File: src/rtl/tcg_pkg.sv
// ----------------------------------------------------------------------------
// tcg_pkg
// Shared widths, codes and control types of the triangle energy gradient block.
// ----------------------------------------------------------------------------
package tcg_pkg;

    localparam int WORD_W   = 32;
    localparam int EDGE_W   = 33;
    localparam int SUM_W    = 48;
    localparam int WIDE_W   = 168;
    localparam int MUL_B_W  = 67;
    localparam int CNT_W    = 7;
    localparam int ROOT_W   = 64;
    localparam int RAD_W    = 128;
    localparam int Q_W      = 34;
    localparam int DIV_CNT_W = 6;

    localparam int WT_SHIFT   = 34;
    localparam int REST_SHIFT = 66;
    localparam int RAD_SHIFT  = 50;
    localparam int DEN_SHIFT  = 67;

    localparam logic [CNT_W-1:0] NB_EDGE = CNT_W'(33);
    localparam logic [CNT_W-1:0] NB_WT   = CNT_W'(32);
    localparam logic [CNT_W-1:0] NB_S2A  = CNT_W'(67);

    localparam logic [WORD_W-1:0] SCALE_RESET = 32'h0001_0000;

    // area phase ops
    localparam logic [1:0] A_OP_PROD1 = 2'd0;
    localparam logic [1:0] A_OP_PROD2 = 2'd1;
    localparam logic [1:0] A_OP_SCALE = 2'd2;
    localparam logic [1:0] A_OP_RAD   = 2'd3;

    // Dirichlet phase sub-ops
    localparam logic [1:0] D_SUB_SQ_X = 2'd0;
    localparam logic [1:0] D_SUB_SQ_Y = 2'd1;
    localparam logic [1:0] D_SUB_WT   = 2'd2;

    // gradient phase sub-ops
    localparam logic [1:0] G_SUB_AREA = 2'd0;
    localparam logic [1:0] G_SUB_J    = 2'd1;
    localparam logic [1:0] G_SUB_K    = 2'd2;

    localparam logic [1:0] VTX_A    = 2'd0;
    localparam logic [1:0] VTX_B    = 2'd1;
    localparam logic [1:0] VTX_C    = 2'd2;
    localparam logic [2:0] GRAD_LAST = 3'd5;

    typedef struct packed {
        logic             start;
        logic             neg;
        logic [CNT_W-1:0] nbits;
    } mac_cmd_t;

    typedef struct packed {
        logic busy;
        logic done;
    } unit_stat_t;

    typedef enum logic [7:0] {
        S_IDLE = 8'b0000_0001,
        S_AREA = 8'b0000_0010,
        S_DIR  = 8'b0000_0100,
        S_REST = 8'b0000_1000,
        S_SQRT = 8'b0001_0000,
        S_GRAD = 8'b0010_0000,
        S_DIV  = 8'b0100_0000,
        S_OUT  = 8'b1000_0000
    } state_t;

endpackage

File: src/rtl/tcg_sqrt.sv
// ----------------------------------------------------------------------------
// tcg_sqrt
// Digit-by-digit integer square root, one root bit per cycle.
// ----------------------------------------------------------------------------
module tcg_sqrt (
    input  logic                          clk,
    input  logic                          rst_n,
    input  logic                          start,
    input  logic [tcg_pkg::RAD_W-1:0]     x_in,
    output logic [tcg_pkg::ROOT_W-1:0]    root,
    output tcg_pkg::unit_stat_t           stat
);
    import tcg_pkg::*;

    logic [RAD_W-1:0]    xs_reg;
    logic [ROOT_W+3:0]   rem_reg;
    logic [ROOT_W-1:0]   root_reg;
    logic [CNT_W-1:0]    cnt_reg;
    logic                busy_reg;
    logic                done_reg;
    logic [ROOT_W+3:0]   rem_sh;
    logic [ROOT_W+3:0]   trial;
    logic                ge;

    always_comb
    begin
        rem_sh = {rem_reg[ROOT_W+1:0], xs_reg[RAD_W-1:RAD_W-2]};
        trial  = {2'b00, root_reg, 2'b01};
        ge     = (rem_sh >= trial);
    end

    always_ff @(posedge clk or negedge rst_n)
    begin
        if (!rst_n)
        begin
            busy_reg <= 1'b0;
            done_reg <= 1'b0;
            cnt_reg  <= '0;
        end
        else
        begin
            done_reg <= 1'b0;
            if (start)
            begin
                busy_reg <= 1'b1;
                cnt_reg  <= CNT_W'(ROOT_W);
            end
            else if (busy_reg)
            begin
                cnt_reg <= cnt_reg - CNT_W'(1);
                if (cnt_reg == CNT_W'(1))
                begin
                    busy_reg <= 1'b0;
                    done_reg <= 1'b1;
                end
            end
        end
    end

    always_ff @(posedge clk)
    begin
        if (start)
        begin
            xs_reg   <= x_in;
            rem_reg  <= '0;
            root_reg <= '0;
        end
        else if (busy_reg)
        begin
            xs_reg   <= {xs_reg[RAD_W-3:0], 2'b00};
            rem_reg  <= ge ? (rem_sh - trial) : rem_sh;
            root_reg <= {root_reg[ROOT_W-2:0], ge};
        end
    end

    assign root      = root_reg;
    assign stat.busy = busy_reg;
    assign stat.done = done_reg;

endmodule

File: config.mk
export PLATFORM = sky130hd
export DESIGN_NAME = tcg_sqrt
export DESIGN_NICKNAME = d
export VERILOG_FILES = /design/src/rtl/tcg_pkg.sv /design/src/rtl/tcg_sqrt.sv
export SDC_FILE = /design/constraint.sdc
export NUM_CORES = 1
export LEC_CHECK = 0
export ABC_AREA = 0
export BUFFER_PORTS_ARGS = -buffer_cell sky130_fd_sc_hd__buf_2
export CAP_MARGIN = 10
export CORE_ASPECT_RATIO = 0.6
export CORE_MARGIN = 2
export CORE_UTILIZATION = 30
export DETAILED_ROUTE_END_ITERATION = 10
export GPL_ROUTABILITY_DRIVEN = 0
export HOLD_SLACK_MARGIN = 0.1
export MAX_ROUTING_LAYER = met4
export PLACE_DENSITY = 0.53
export SLEW_MARGIN = 20
export SYNTH_ARGS = -nofsm -noshare
export SYNTH_HDL_FRONTEND = slang
export SYNTH_SLANG_ARGS = --single-unit
File: constraint.sdc
create_clock -name clk -period 4.14 [get_ports clk]
set_input_delay 1.035 -clock clk [delete_from_list [all_inputs] [get_ports clk]]
set_output_delay 1.035 -clock clk [all_outputs]
set_load 0.01 [all_outputs]
==> results of run 1 <==
## worst paths after layout
| path | startpoint | endpoint | slack (ps) |
|---|---|---|---|
| min reg2reg | rem_reg[12]$_SDFFE_PP0P_ | rem_reg[14]$_SDFFE_PP0P_ | 500 |
| max reg2reg | root[13]$_SDFFE_PP0P_ | rem_reg[42]$_SDFFE_PP0P_ | 300 |
| min in group clk | rem_reg[12]$_SDFFE_PP0P_ | rem_reg[14]$_SDFFE_PP0P_ | 500 |
| max | root[13]$_SDFFE_PP0P_ | rem_reg[42]$_SDFFE_PP0P_ | 300 |
| max in group asynchronous | rst_n | busy_reg$_DFF_PN0_ | 3640 |
| min | rst_n | done_reg$_DFF_PN0_ | 290 |
## routing by layer
metal	wire length, um	global-route usage [%]	up-vias	share of wire, %
met5	0	-	-	0
met2	17000	20.8	351	39
met1	23000	25.8	5933	53
li1	-	-	6021	-
met4	517	3.09	0	1.2
met3	2760	3.04	32	6.4
## per-stage QoR
step	power (mW)	worst slack (ps)	hold WS, ps	util (%)	std cells
global route	14.2	4.07	277	35.3	2465
global placement	10.4	297	484	33.4	2410
detailed placement	10.4	230	489	33.4	2410
CTS	13.2	191	265	35.3	2462
finish	13.2	301	291	35.3	2466
floorplan	8.67	556	459	-	1601
## cells in the mapped netlist (18+ instances only)
cell | instances | area, um2
a21o_1 | 20 | 150
a21oi_1 | 93 | 465
a311oi_1 | 49 | 429
buf_2 | 25 | 125
clkbuf_1 | 65 | 244
dfxtp_1 | 130 | 2600
edfxtp_1 | 128 | 3840
ha_1 | 68 | 851
inv_1 | 95 | 357
mux2_2 | 126 | 1420
mux2i_1 | 67 | 671
nand2_1 | 189 | 709
nand4_1 | 24 | 150
nor2_1 | 183 | 687
nor3_1 | 26 | 130
o21ai_0 | 44 | 220
xnor2_1 | 46 | 403
xor2_1 | 18 | 158
## power by group
| group | leakage, nW | internal, mW | total [mW] | switching [mW] |
|---|---|---|---|---|
| sequential | 2.53 | 3.27 | 3.56 | 0.288 |
| clock | 0.451 | 1.54 | 2.69 | 1.15 |
| combinational | 4.78 | 2.75 | 6.96 | 4.21 |
| total | 7.76 | 7.56 | 13.2 | 5.64 |
## worst register-to-register path, cell delays in order, from the launching register on
cell and delay, ps:
dfxtp_1 370, inv_1 60, ha_1 420, a21oi_1 320, o21ai_0 210, or2_2 350, o311ai_1 530, buf_4 220
and2_1 160, o21ai_0 200, a21boi_0 360, xnor2_1 160, nand2_1 70, a311oi_1 280
## area by class of cell
cell class              count  area (um2)  share of cell area (%)
flip-flops and latches    267        6680                    37.3
diodes                      4        10.0                  0.0559
repair buffers            214        1150                    6.43
clock inverters            17         218                    1.22
well taps                 693         867                    4.84
inverters                  95         357                    1.99
multi-input cells        1141        7890                    44.0
clock buffers              35         747                    4.17
## logic make-up after synthesis
logic type	after synthesis	share of synthesized area, %
muxes	193	13.6
adders and majority gates	68	5.56
and+or+nand+nor	494	14.4
buffers and inverters	193	5.00
AOI/OAI and AO/OA	322	14.2
xor gates and xnor gates	64	3.66
DFF	267	43.6
==> out/qor.yml, run 1 <==
status:
  status: "complete, no violations"
power:
  ir_worst_vdd_uv: 365
  powerDensity_nw_per_um2: 737
  p_leak_nw: 7.76
global_routing:
  first_global_vias: 11500
  grt_max_degree: 109
  grt_pass1_wl_um: 67000
  antenna_found_initial: 3
  grt.overflow.total: 0
  grt_usage_pct: 16.3
drt:
  drtPass1Iterations: 6
  vias_per_cell: 5.00
  drcViolationCount: 0
  ant_nets: 0
  drt_iter0_markers: 1077
  vias: 12300
  wirelength_um: 43300
  wl_per_cell_um: 17.6
cts:
  htreeDepth: 1
  clockRootBuffer: "clkbuf_16"
  clk_latency_ps: 590
  cts_setup_buffers: 0
  cts_hold_buf: 0
  cts_made_buffers: 28
  clockBufferDepth: 3
  cts.sinks: 267
  cts_resized: 0
  clk_pin_slew_ps: 70
  cts_tree: "yes"
timing:
  rsz0062_at_grt: "no"
  finalCriticalPeriod_ps: 3840
  max_clock_freq_ghz: 0.260
  hold_viol: 0
  skew_ps: 27.0
  worst_pin_slew_ps: 936
  setup_tns_ps: 0
  finalSetupViolCount: 0
  fin_crit_sh_pct: 92.7
  slew_viol_final: 0
  slew_headroom_pct: 37.6
critical_path:
  path_buf_inv: 2
  worst-path-stages: 13
  required_ps: 4610
  cp_top_family: "compound AO/OA/AOI/OAI gates"
  crit_chain: "inv_1 > ha_1 > a21oi_1 > o21ai_0 > or2_2 > o311ai_1 > buf_4 > and2_1 > o21ai_0 > a21boi_0 > xnor2_1 > nand2_1 > a311oi_1"
  crit_slowest_cell: "o311ai_1"
  worstPathArrival_ps: 4310
  critPathMaxFanout: 8
  r2r_cells: 13
  critPathLaunchType: "register"
  cpMostUsedCell: "o21ai_0"
  crit_type: "reg -> reg"
  slowest_delay_ps: 530
  worstSetupEndpointType: "register"
hold_path:
  holdCritPathClass: "in -> async"
logic_synthesis:
  synth.distinct_cells: 71
  synth-main-ff-cell: "dfxtp_1"
  synth_enable_flop_cells: 128
  ys_ff_latch: 267
  syn_inst: 1601
  async_reset_ff_share_pct: 3.37
  synth_area_per_cell_um2: 9.56
  yosysWarnings: 0
  yosysSeqAreaShare_pct: 43.6
  synthesis.area_um2: 15300
  synth_fp_nets: 1800
layout:
  largest_reg_flops: 128
  drive_above_1_share_pct: 23.3
  syn2layout_area_growth_pct: 17.0
  final_common_cell: "buf_2"
  fill_cells: 5147
  mostFrequentLayoutCells: "195 x buf_2, 188 x nand2_1, 183 x nor2_1"
  fin_nets: 1946
  final_area_um2: 17900
place:
  placed_cell_area_um2: 16900
  portBuffers: 196
  hpwl_um: 31700
floorplan:
  die_h_um: 179
  io_pins: 197
  dieWidth_um: 296
  initial_utilization_pct: 30.2
  core-area_um2: 50700
  die_area_um2: 52900
  rows: 64
flow_run:
  maxCapViolations: 0
Note: power is estimated with default switching activity, not from simulation.
==> run 2: changes to the inputs <==
--- a/config.mk
+++ b/config.mk
@@ -15,7 +15,7 @@
 export GPL_ROUTABILITY_DRIVEN = 0
 export HOLD_SLACK_MARGIN = 0.1
 export MAX_ROUTING_LAYER = met4
-export PLACE_DENSITY = 0.53
+export PLACE_DENSITY = 0.51
 export SLEW_MARGIN = 20
 export SYNTH_ARGS = -nofsm -noshare
 export SYNTH_HDL_FRONTEND = slang
==> constraint.sdc (replaced) <==
create_clock -name clk -period 4.91 [get_ports clk]
set_input_delay 1.2275 -clock clk [delete_from_list [all_inputs] [get_ports clk]]
set_output_delay 1.2275 -clock clk [all_outputs]
set_load 0.01 [all_outputs]
==> out/qor.yml, run 2 (synthesis results as in run 1) <==
drt:
  drtPass1Iterations: 5
  wl_per_cell_um: 17.6
  wirelength_um: 43300
  drcViolationCount: 0
  drt_iter0_markers: 926
  vias_per_cell: 5.02
  ant_nets: 0
  vias: 12300
global_routing:
  grt.overflow.total: 0
  grt_max_degree: 199
  antenna_found_initial: 2
  first_global_vias: 11400
  grt_pass1_wl_um: 66300
  grt_usage_pct: 16.3
floorplan:
  io_pins: 197
  core-area_um2: 50700
  rows: 64
  die_h_um: 179
  initial_utilization_pct: 30.2
  die_area_um2: 52900
  dieWidth_um: 296
timing:
  worst_slack_ps: 684
  fin_crit_sh_pct: 86.1
  holdWs_ps: 488
  slew_headroom_pct: 24.9
  finalCriticalPeriod_ps: 4230
  rsz0062_at_grt: "no"
  setup_tns_ps: 0
  worst_pin_slew_ps: 1110
  finalSetupViolCount: 0
  slew_viol_final: 0
  hold_viol: 0
  max_clock_freq_ghz: 0.237
  skew_ps: 13.1
critical_path:
  worstPathArrival_ps: 4700
  worstSetupEndpointType: "register"
  required_ps: 5380
  crit_type: "reg -> reg"
  critPathMaxFanout: 8
  crit_slowest_cell: "o311ai_0"
  critPathLaunchType: "register"
  crit_chain: "inv_1 > ha_1 > a21oi_1 > o21ai_0 > or2_2 > o311ai_0 > buf_4 > and2_1 > o21ai_0 > a21boi_0 > xnor2_1 > nand2_1 > a311oi_1"
  cpMostUsedCell: "o21ai_0"
  slowest_delay_ps: 950
cts:
  cts_resized: 0
  clk_latency_ps: 580
  clockRootBuffer: "clkbuf_16"
  clockBufferDepth: 3
  cts_hold_buf: 0
  clk_pin_slew_ps: 70
  htreeDepth: 1
  cts.sinks: 267
  cts_tree: "yes"
  cts_setup_buffers: 0
  cts_made_buffers: 29
power:
  powerDensity_nw_per_um2: 624
  power_mw: 11.1
  p_leak_nw: 7.75
  ir_worst_vdd_uv: 332
place:
  placed_cell_area_um2: 16900
  place_ws_ps: 939
  hpwl_um: 31400
  portBuffers: 196
  post-place-cells: 2401
layout:
  final_area_um2: 17800
  fill_cells: 5217
  final_cells: 2455
  final_common_cell: "buf_2"
  largest_reg_flops: 128
  drive_above_1_share_pct: 22.9
  mostFrequentLayoutCells: "195 x buf_2, 188 x nand2_1, 183 x nor2_1"
  final_util_pct: 35.2
  fin_nets: 1938
  syn2layout_area_growth_pct: 16.5
flow_run:
  maxCapViolations: 0
status:
  status: "complete, no violations"
hold_path:
  holdCritPathClass: "reg -> reg"
[run 2: per-layer routing]
metal | routed length (um) | share of wire, % | vias to the layer above | global-route usage [%]
met5 | 0 | 0 | - | -
li1 | - | - | 6033 | -
met4 | 655 | 1.5 | 0 | 3.07
met2 | 17200 | 40 | 286 | 20.9
met3 | 2580 | 6.0 | 43 | 3.42
met1 | 22800 | 53 | 5959 | 25.4
[run 2: layout make-up]
class / count / area (um2) / share of cell area (%)
Sequential cell: 267 / 6680 / 37.4
Clock buffer: 38 / 793 / 4.45
Inverter: 95 / 357 / 2.00
Multi-Input combinational cell: 1141 / 7890 / 44.2
Timing Repair Buffer: 205 / 1080 / 6.07
Clock inverter: 14 / 173 / 0.968
Antenna cell: 2 / 5.00 / 0.0281
Tap cell: 693 / 867 / 4.86
[run 2: worst max-delay path, delay by kind of cell (launching register included)]
family          cells  cell delay [ps]
buf+inv             2              330
flops               1              380
fa+ha+maj           1              420
simple gates        3              580
compound gates      6             2210
xor+xnor            1              190
[run 2: path summary, 6_finish.rpt]
| kind | startpoint | end | slack [ps] | cells past startpoint |
|---|---|---|---|---|
| worst max-delay path | root[15]$_SDFFE_PP0P_ | rem_reg[42]$_SDFFE_PP0P_ | 680 | 13 |
| worst min-delay path | rem_reg[65]$_SDFFE_PP0P_ | rem_reg[65]$_SDFFE_PP0P_ | 490 | 2 |
| worst max register to register | root[15]$_SDFFE_PP0P_ | rem_reg[42]$_SDFFE_PP0P_ | 680 | 13 |
| worst min register to register | rem_reg[65]$_SDFFE_PP0P_ | rem_reg[65]$_SDFFE_PP0P_ | 490 | 2 |
| max in group asynchronous | rst_n | busy_reg$_DFF_PN0_ | 4200 | 1 |
| min in group asynchronous | rst_n | cnt_reg[2]$_DFFE_PN0P_ | 500 | 1 |
[run 2: power by group]
group	total, mW	switching [mW]	internal, mW
Combinational	5.83	3.53	2.30
Sequential	3.02	0.258	2.76
Clock	2.29	0.947	1.34
Total	11.1	4.73	6.40
