`config.mk`:
```
export PLATFORM = sky130hd
export DESIGN_NAME = tcg_mac
export DESIGN_NICKNAME = d
export VERILOG_FILES = /design/src/rtl/tcg_pkg.sv /design/src/rtl/tcg_mac.sv
export SDC_FILE = /design/constraint.sdc
export NUM_CORES = 1
export LEC_CHECK = 0
export BUFFER_PORTS_ARGS = -buffer_cell sky130_fd_sc_hd__buf_2
export CAP_MARGIN = 20
export CORE_MARGIN = 5
export CORE_UTILIZATION = 30
export DETAILED_ROUTE_END_ITERATION = 8
export HOLD_SLACK_MARGIN = 0.15
export SLEW_MARGIN = 10
export SYNTH_ARGS = -nofsm -noshare
export SYNTH_HDL_FRONTEND = slang
export SYNTH_SLANG_ARGS = --single-unit
```
`constraint.sdc`:
```
create_clock -name clk -period 10 [get_ports clk]
set_clock_uncertainty 0.1 [all_clocks]
set_input_delay 1 -clock clk [delete_from_list [all_inputs] [get_ports clk]]
set_output_delay 1 -clock clk [all_outputs]
set_load 0.05 [all_outputs]
```
`src/rtl/tcg_pkg.sv`:
```
// ----------------------------------------------------------------------------
// tcg_pkg
// Shared widths, codes and control types of the triangle energy gradient block.
// ----------------------------------------------------------------------------
package tcg_pkg;

    localparam int WORD_W   = 32;
    localparam int EDGE_W   = 33;
    localparam int SUM_W    = 48;
    localparam int WIDE_W   = 168;
    localparam int MUL_B_W  = 67;
    localparam int CNT_W    = 7;
    localparam int ROOT_W   = 64;
    localparam int RAD_W    = 128;
    localparam int Q_W      = 34;
    localparam int DIV_CNT_W = 6;

    localparam int WT_SHIFT   = 34;
    localparam int REST_SHIFT = 66;
    localparam int RAD_SHIFT  = 50;
    localparam int DEN_SHIFT  = 67;

    localparam logic [CNT_W-1:0] NB_EDGE = CNT_W'(33);
    localparam logic [CNT_W-1:0] NB_WT   = CNT_W'(32);
    localparam logic [CNT_W-1:0] NB_S2A  = CNT_W'(67);

    localparam logic [WORD_W-1:0] SCALE_RESET = 32'h0001_0000;

    // area phase ops
    localparam logic [1:0] A_OP_PROD1 = 2'd0;
    localparam logic [1:0] A_OP_PROD2 = 2'd1;
    localparam logic [1:0] A_OP_SCALE = 2'd2;
    localparam logic [1:0] A_OP_RAD   = 2'd3;

    // Dirichlet phase sub-ops
    localparam logic [1:0] D_SUB_SQ_X = 2'd0;
    localparam logic [1:0] D_SUB_SQ_Y = 2'd1;
    localparam logic [1:0] D_SUB_WT   = 2'd2;

    // gradient phase sub-ops
    localparam logic [1:0] G_SUB_AREA = 2'd0;
    localparam logic [1:0] G_SUB_J    = 2'd1;
    localparam logic [1:0] G_SUB_K    = 2'd2;

    localparam logic [1:0] VTX_A    = 2'd0;
    localparam logic [1:0] VTX_B    = 2'd1;
    localparam logic [1:0] VTX_C    = 2'd2;
    localparam logic [2:0] GRAD_LAST = 3'd5;

    typedef struct packed {
        logic             start;
        logic             neg;
        logic [CNT_W-1:0] nbits;
    } mac_cmd_t;

    typedef struct packed {
        logic busy;
        logic done;
    } unit_stat_t;

    typedef enum logic [7:0] {
        S_IDLE = 8'b0000_0001,
        S_AREA = 8'b0000_0010,
        S_DIR  = 8'b0000_0100,
        S_REST = 8'b0000_1000,
        S_SQRT = 8'b0001_0000,
        S_GRAD = 8'b0010_0000,
        S_DIV  = 8'b0100_0000,
        S_OUT  = 8'b1000_0000
    } state_t;

endpackage

```
`src/rtl/tcg_mac.sv`:
```
// ----------------------------------------------------------------------------
// tcg_mac
// Bit-serial signed multiply-accumulate, one multiplier bit per cycle.
// ----------------------------------------------------------------------------
module tcg_mac (
    input  logic                                 clk,
    input  logic                                 rst_n,
    input  tcg_pkg::mac_cmd_t                    cmd,
    input  logic signed [tcg_pkg::WIDE_W-1:0]    acc_init,
    input  logic signed [tcg_pkg::WIDE_W-1:0]    a_in,
    input  logic signed [tcg_pkg::MUL_B_W-1:0]   b_in,
    output logic signed [tcg_pkg::WIDE_W-1:0]    acc,
    output tcg_pkg::unit_stat_t                  stat
);
    import tcg_pkg::*;

    logic signed [WIDE_W-1:0]  acc_reg, acc_next;
    logic signed [WIDE_W-1:0]  a_reg;
    logic signed [MUL_B_W-1:0] b_reg;
    logic                      neg_reg;
    logic [CNT_W-1:0]          cnt_reg;
    logic                      busy_reg;
    logic                      done_reg;
    logic                      last;
    logic signed [WIDE_W-1:0]  term;

    // top multiplier bit carries negative weight
    always_comb
    begin
        last = (cnt_reg == CNT_W'(1));
        term = b_reg[0] ? a_reg : '0;
        if (last ^ neg_reg)
        begin
            acc_next = acc_reg - term;
        end
        else
        begin
            acc_next = acc_reg + term;
        end
    end

    always_ff @(posedge clk or negedge rst_n)
    begin
        if (!rst_n)
        begin
            busy_reg <= 1'b0;
            done_reg <= 1'b0;
            cnt_reg  <= '0;
        end
        else
        begin
            done_reg <= 1'b0;
            if (cmd.start)
            begin
                busy_reg <= 1'b1;
                cnt_reg  <= cmd.nbits;
            end
            else if (busy_reg)
            begin
                cnt_reg <= cnt_reg - CNT_W'(1);
                if (last)
                begin
                    busy_reg <= 1'b0;
                    done_reg <= 1'b1;
                end
            end
        end
    end

    always_ff @(posedge clk)
    begin
        if (cmd.start)
        begin
            acc_reg <= acc_init;
            a_reg   <= a_in;
            b_reg   <= b_in;
            neg_reg <= cmd.neg;
        end
        else if (busy_reg)
        begin
            acc_reg <= acc_next;
            a_reg   <= a_reg <<< 1;
            b_reg   <= b_reg >>> 1;
        end
    end

    assign acc       = acc_reg;
    assign stat.busy = busy_reg;
    assign stat.done = done_reg;

endmodule

```
==> metrics.txt, run 1 <==
max cap viols 0; CP Max Fanout 16; Fillers roughly 12000; Netlist cell types slightly above 80; Crit path required time 10.31 ns; Post-synth EDFFs between 400 and 500; first-pass GRT wire length 223000 um; power density over the cells 350 nW/um2; Final Non-Filler Cells 6078; Synth Instances 4017; Achievable Freq 108 MHz; post-synth top area share 34.8%; FF/Latch Area between 10000 and 15000 um2; Max VDD drop 0.185 mV; area leader, netlist edfxtp_1; area grow syn2layout 18.2%; CTS sink count 413; DR iter-0 viols 3820; Initial Util 30.1%; io pins 584; Main synth FF type edfxtp_1; crit end category register; async set-reset flop share out of synthesis 2.18%; leading cell type in the layout, fill and taps excluded nand2_1; type of the worst setup path reg -> reg; multi-input logic area about 21000 um2; min cycle time layout about 9.3 ns; postcts setup bufs 0; RSZ-0062 raised after global routing false; Hold Fails Final Rpt 0; share of post-route cells with drive strength above 1 22.4%; Critical Path Source a_reg[40]; YS warnings 0; WP data arrival 9.60 ns; syn_nets 4602; vias between 30000 and 40000; total grt overflow 0; Routed Wire Length between 150000 and 200000 um; Final setup violation count 0; register bit total from synthesis a little over 400; most frequent cells in the layout nand2_1, buf_2, edfxtp_1; post-route setup TNS 0 ns; # port buffers 583; complex-gate fraction of the synthesized area 21.5%; first-pass detailed-route iteration total 6; post-synthesis adder-cell area fraction 6.16%; CTS tree yes; die outline width ~350 um; top cells by area, synth edfxtp_1, mux2_2, nand2_1, ha_1, o21ai_0; post-synthesis mux area share under 10%; leakage power 0.0164 uW; largest net degree at the start of global routing a little under 200; vias per inst approximately 5.7; Slew @ Worst Pin 1.13 ns; largest family of logic cells by synthesized area compound AO/OA/AOI/OAI gates; DRC viols 0; antenna violations before repair 37; reg2reg start a_reg[40]; clock slew at reported path FFs 0.06 ns; Avg Cell Area, Syn 8.68 um2; nature of the critical path startpoint register; CTS Buffer Depth 3; clk_lat worst skew 0.69 ns; vias in the first global route 33054; Post-Synth Simple-Gate Area a little under a fifth; post-DP HPWL 129000 um; H-tree depth 2; Tcrit/Tclk final between 90% and 100%; DR WL/cell approximately 26 um; # nets final between 5000 and 6000; min-delay src cmd[7]; hold crit path type in -> reg; register area share after synthesis 35.5%; WHS 0.393 ns; DIE AREA roughly 120000 um2; Mapped Area 34900 um2; post-synthesis xor/xnor area fraction 7.14%; chip height approximately 350 um; CTS Buf Count 54; root buf cell clkbuf_16; GRT Util Overall 24.3%; row count 125; Placer Congestion 0.980; Max-slew headroom 22.5%; Final ANT Viol Nets 0; Final Max Slew Viols 0; total core area 116000 um2; total power roughly 14000 uW; Inst Count DP 5956; status finished, final reports clean
==> where the power goes <==
group          internal (uW)  switching, uW
logic                   2850           6350
registers               2560            612
clock network           1140            888
total                   6560           7850
==> critical path, stage by stage, from the launching register on <==
cell and delay (ns):
edfxtp_1 0.52, or4_1 0.62, or4_1 0.57, or3_1 0.35, o41ai_1 0.41, nand3_1 0.22
buf_4 0.22, nand4b_1 0.29, nor3_1 0.40, nand2b_1 0.13, nand2_1 0.10, nand2_1 0.49
nand3_1 0.24, ha_1 0.23, o211ai_1 0.11, a21oi_1 0.34, o21ai_0 0.27, o21a_1 0.37
o21bai_1 0.55, a31oi_1 0.17, buf_4 0.19, o21ai_0 0.67, a21oi_1 0.24, buf_4 0.25
o41ai_1 0.61, xnor2_1 0.23, o21ai_0 0.10
==> final cells by class <==
| class | instances | area share, % |
|---|---|---|
| clock inverters | 42 | 1.10 |
| multi-input cells | 3307 | 52.0 |
| flip-flops and latches | 413 | 30.0 |
| inverters | 81 | 0.738 |
| well taps | 1524 | 4.63 |
| repair buffers | 632 | 8.10 |
| diodes | 19 | 0.115 |
| clock buffers | 60 | 3.34 |
==> layer usage <==
metal / global-route usage, % / part of all wire, % / vias up
li1: - / - / 15999
met4: 8.94 / 4.3 / 12
met5: 0 / 0.056 / -
met3: 5.49 / 9.1 / 315
met1: 32.1 / 41 / 16399
met2: 39.1 / 45 / 1717
==> repair_timing <==
action / in CTS / in global routing
hold buffers: 1 / 0
endpoints found under the setup margin: 0 / 0
endpoints found under the hold margin: 9 / 0
gates resized for setup: 0 / 0
==> worst paths after layout <==
path | end | slack, ns | cells after the start
setup / recovery | acc[156] | 0.70 | 26
hold / removal | neg_reg | 0.39 | 1
setup reg to reg | acc[156] | 0.70 | 26
hold reg to reg | b_reg[43] | 0.44 | 1
max in group asynchronous | cnt_reg[3] | 8.99 | 2
min in group asynchronous | busy_reg | 0.63 | 2
==> logic make-up (layout without fill, tap and decap cells) <==
logic type                 count (synthesis)  in the layout
AOI/OAI and AO/OA                       1215           1215
buffers and inverters                    297            815
other                                      0             19
xor gates and xnor gates                 284            284
and+or+nand+nor                         1395           1395
muxes                                    242            242
DFF                                      413            413
adders and majority gates                171            171
==> cells in the mapped netlist (5+ instances only) <==
cell type and number:
a311oi_1 5, a2111oi_0 7, xnor2_1 159, or2_2 25
nand3_1 73, and2_1 17, ha_1 170, o41ai_1 32
a221o_1 5, o21ai_0 397, a21oi_1 335, xor2_1 125
buf_1 14, nor2_1 234, nor4b_1 5, a41oi_1 13
or4_1 31, edfxtp_1 404, o31ai_1 41, a21boi_0 23
nand4_1 109, nor3_1 89, inv_1 81, o211ai_1 34
or3_1 34, a21o_1 119, and4_1 13, a31oi_1 32
dfrtp_1 9, o21a_1 34, nor2b_1 9, a211o_1 5
a31o_2 7, nand2_1 624, nand2b_1 43, o311ai_0 5
a211oi_1 11, and3_1 12, clkbuf_1 199, nor4_1 53
mux2_2 240, o21bai_1 59
==> metrics by stage <==
step	instance area (um2)	worst slack, ns	util, %
2_1_floorplan	34900	1.71	-
3_3_place_gp	39300	0.963	34.0
3_5_place_dp	39300	0.924	34.0
4_1_cts	41100	0.912	35.5
5_1_grt	41100	0.364	35.5
6_report	41200	0.703	35.6
No activity file was read; power rests on OpenSTA's default activity.
==> run 2: changes to the inputs <==
- ABC_AREA: unset -> 1
==> metrics.txt, run 2 <==
io pins 584 (unchanged); met2 global-route usage 45.8% (was 39.1%); total core area 142000 um2 (was 116000 um2); H-tree depth 2 (unchanged); crit end category register (unchanged); die outline width 388 um (was 351 um); CTS Buffer Depth 3 (unchanged); met1 Track Usage GR 41.4% (was 32.1%); RSZ-0062 raised after global routing false (unchanged); CTS Buf Count 53 (was 54); root buf cell clkbuf_16 (unchanged); min-delay src cmd[7] (unchanged); Routed Wire Length 236000 um (was 158000 um); async set-reset flop share out of synthesis 2.18% (unchanged); Achievable Freq 139 MHz (was 108 MHz); Fillers 16097 (was 12215); Final Max Slew Viols 0 (unchanged); hold crit path type in -> reg (unchanged); Hold Fails Final Rpt 0 (unchanged); total power 15700 uW (was 14400 uW); hold_buf cts 1 (unchanged); Main synth FF type edfxtp_1 (unchanged); register area share after synthesis 28.9% (was 35.5%); power density over the cells 317 nW/um2 (was 350 nW/um2); min cycle time layout 7.17 ns (was 9.30 ns); Max-slew headroom 21.3% (was 22.5%); Critical Path Source b_reg[0] (was a_reg[40]); type of the worst setup path reg -> reg (unchanged); max cap viols 0 (unchanged); most frequent CP cell nand2_1; Synth Instances 7237 (was 4017); # nets final 8351 (was 5074); top cells by area, synth nand2_1, edfxtp_1, inv_1, nor2_1, ha_1 (was edfxtp_1, mux2_2, nand2_1, ha_1, o21ai_0); postcts setup bufs 0 (unchanged); count leader, synth nand2_1 (unchanged); busiest grt layer met2 (unchanged); syn_nets 7822 (was 4602); leading cell type in the layout, fill and taps excluded nand2_1 (unchanged); DRC viols 0 (unchanged); post-DP HPWL 204000 um (was 129000 um); clk_lat worst skew 0.69 ns (about the same); Mapped Area 42800 um2 (was 34900 um2); Final ANT Viol Nets 0 (unchanged); Avg Cell Area, Syn 5.91 um2 (was 8.68 um2); reg2reg start b_reg[0] (was a_reg[40]); vias in the first global route 46111 (was 33054); CTS tree yes (unchanged); CTS sink count 413 (unchanged); met3 Track Usage GR 6.34% (was 5.49%); DR iter-0 viols 5391 (was 3820); nature of the critical path startpoint register (unchanged); Netlist cell types 51 (was 83); Placer Congestion 1.07 (was 0.980); largest net degree at the start of global routing 173 (was 195); most frequent cells in the layout nand2_1, inv_1, nor2_1 (was nand2_1, buf_2, edfxtp_1); multi-input logic area 25500 um2 (was 21400 um2); Post-synth EDFFs 404 (unchanged); vias per inst 5.02 (was 5.67); antenna violations before repair 25 (was 37); # port buffers 583 (unchanged); CP Max Fanout 172 (was 16); Initial Util 30.2% (was 30.1%); Post-CTS Resized 0 (unchanged); vias 48737 (was 34442); Max VDD drop 0.221 mV (was 0.185 mV); share of post-route cells with drive strength above 1 11.3% (was 22.4%); Crit path required time 10.30 ns (was 10.31 ns); Final setup violation count 0 (unchanged); slowest stage delay, CP 0.81 ns (was 0.67 ns); first-pass GRT wire length 324000 um (was 223000 um); crit path max-delay cell type xor2_1 (was o21ai_0); status finished, final reports clean (unchanged); GRT Util Overall 29.8% (was 24.3%); YS warnings 0 (unchanged); post-route setup TNS 0 ns (unchanged); WP data arrival 7.47 ns (was 9.60 ns); Tcrit/Tclk final 71.7% (was 93.0%); area grow syn2layout 15.6% (was 18.2%); register bit total from synthesis 413 (unchanged); first-pass detailed-route iteration total 7 (was 6); DR WL/cell 24.3 um (was 25.9 um); area leader, netlist nand2_1 (was edfxtp_1); DIE AREA 150000 um2 (was 123000 um2); FF/Latch Area 12400 um2 (unchanged); kind of cell adding the most delay to the critical path simple AND/OR/NAND/NOR gates (was compound AO/OA/AOI/OAI gates); total grt overflow 0 (unchanged); worst path bufs/invs 3 (unchanged); row count 138 (was 125); Slew @ Worst Pin 1.18 ns (was 1.13 ns); post-synth top area share 29.6% (was 34.8%); top post-synthesis cells by count nand2_1, inv_1, nor2_1, edfxtp_1, nand3_1 (was nand2_1, edfxtp_1, o21ai_0, a21oi_1, mux2_2); clock slew at reported path FFs 0.06 ns (about the same); chip height 388 um (was 351 um); leakage power 0.0274 uW (was 0.0164 uW)
[run 2: worst register-to-register path, delay by kind of cell (launching register included)]
family | cells | cell delay (ns)
flops | 1 | 0.41
simple gates | 16 | 3.05
compound gates | 4 | 0.77
buf+inv | 3 | 0.60
fa+ha+maj | 1 | 0.44
xor+xnor | 2 | 1.52
[run 2: worst paths after layout]
check                             end  slack [ns]  depth (start not counted)
min in group asynchronous  cnt_reg[1]        0.61                          2
min                           neg_reg        0.39                          1
min reg2reg                 b_reg[46]        0.40                          2
max reg2reg                   acc[88]        2.83                         26
max                           acc[88]        2.83                         26
max in group asynchronous  cnt_reg[3]        8.96                          2
[run 2: kinds of logic (layout without fill, tap and decap cells)]
family,after synthesis,after routing,synth area share (%)
AO/OA/AOI/OAI,421,421,5.30
AND/OR/NAND/NOR,4724,4724,44.7
buffers and inverters,1290,1862,11.7
adder cells (fa/ha/maj),171,171,5.02
flip-flops,413,413,28.9
XOR/XNOR,218,218,4.46
other,0,14,0
[run 2: stage by stage]
| step | cells | setup slack (ns) | hold WS (ns) | instance area, um2 | util (%) |
|---|---|---|---|---|---|
| after floorplan | 7237 | 1.71 | 0.373 | 42800 | - |
| after CTS | 9699 | 3.10 | 0.337 | 49500 | 34.9 |
| final | 9713 | 2.83 | 0.388 | 49500 | 34.9 |
| after global routing | 9703 | 2.63 | 0.352 | 49500 | 34.9 |
| after global placement | 9598 | 3.12 | 0.391 | 47600 | 33.6 |
| after detailed placement | 9600 | 3.14 | 0.397 | 47600 | 33.6 |
[run 2: final cells by class]
cell class              instances  share of cell area [%]
well taps                    1890                    4.78
repair buffers                604                    6.29
multi-input cells            5534                    51.4
inverters                    1160                    8.82
flip-flops and latches        413                    25.0
diodes                         14                  0.0708
clock buffers                  59                    2.73
clock inverters                39                   0.928
[run 2: report_power, final]
part	switching [uW]	internal [uW]	total, uW
logic	7890	2650	10500
clock network	896	1160	2060
registers	604	2490	3100
total	9390	6310	15700
[run 2: routing by layer]
layer / routed length, um / share of wire, % / up-vias
met5: 56 / 0.024 / -
li1: - / - / 23297
met4: 9920 / 4.2 / 10
met3: 22100 / 9.4 / 343
met1: 103000 / 44 / 22963
met2: 100000 / 43 / 2124
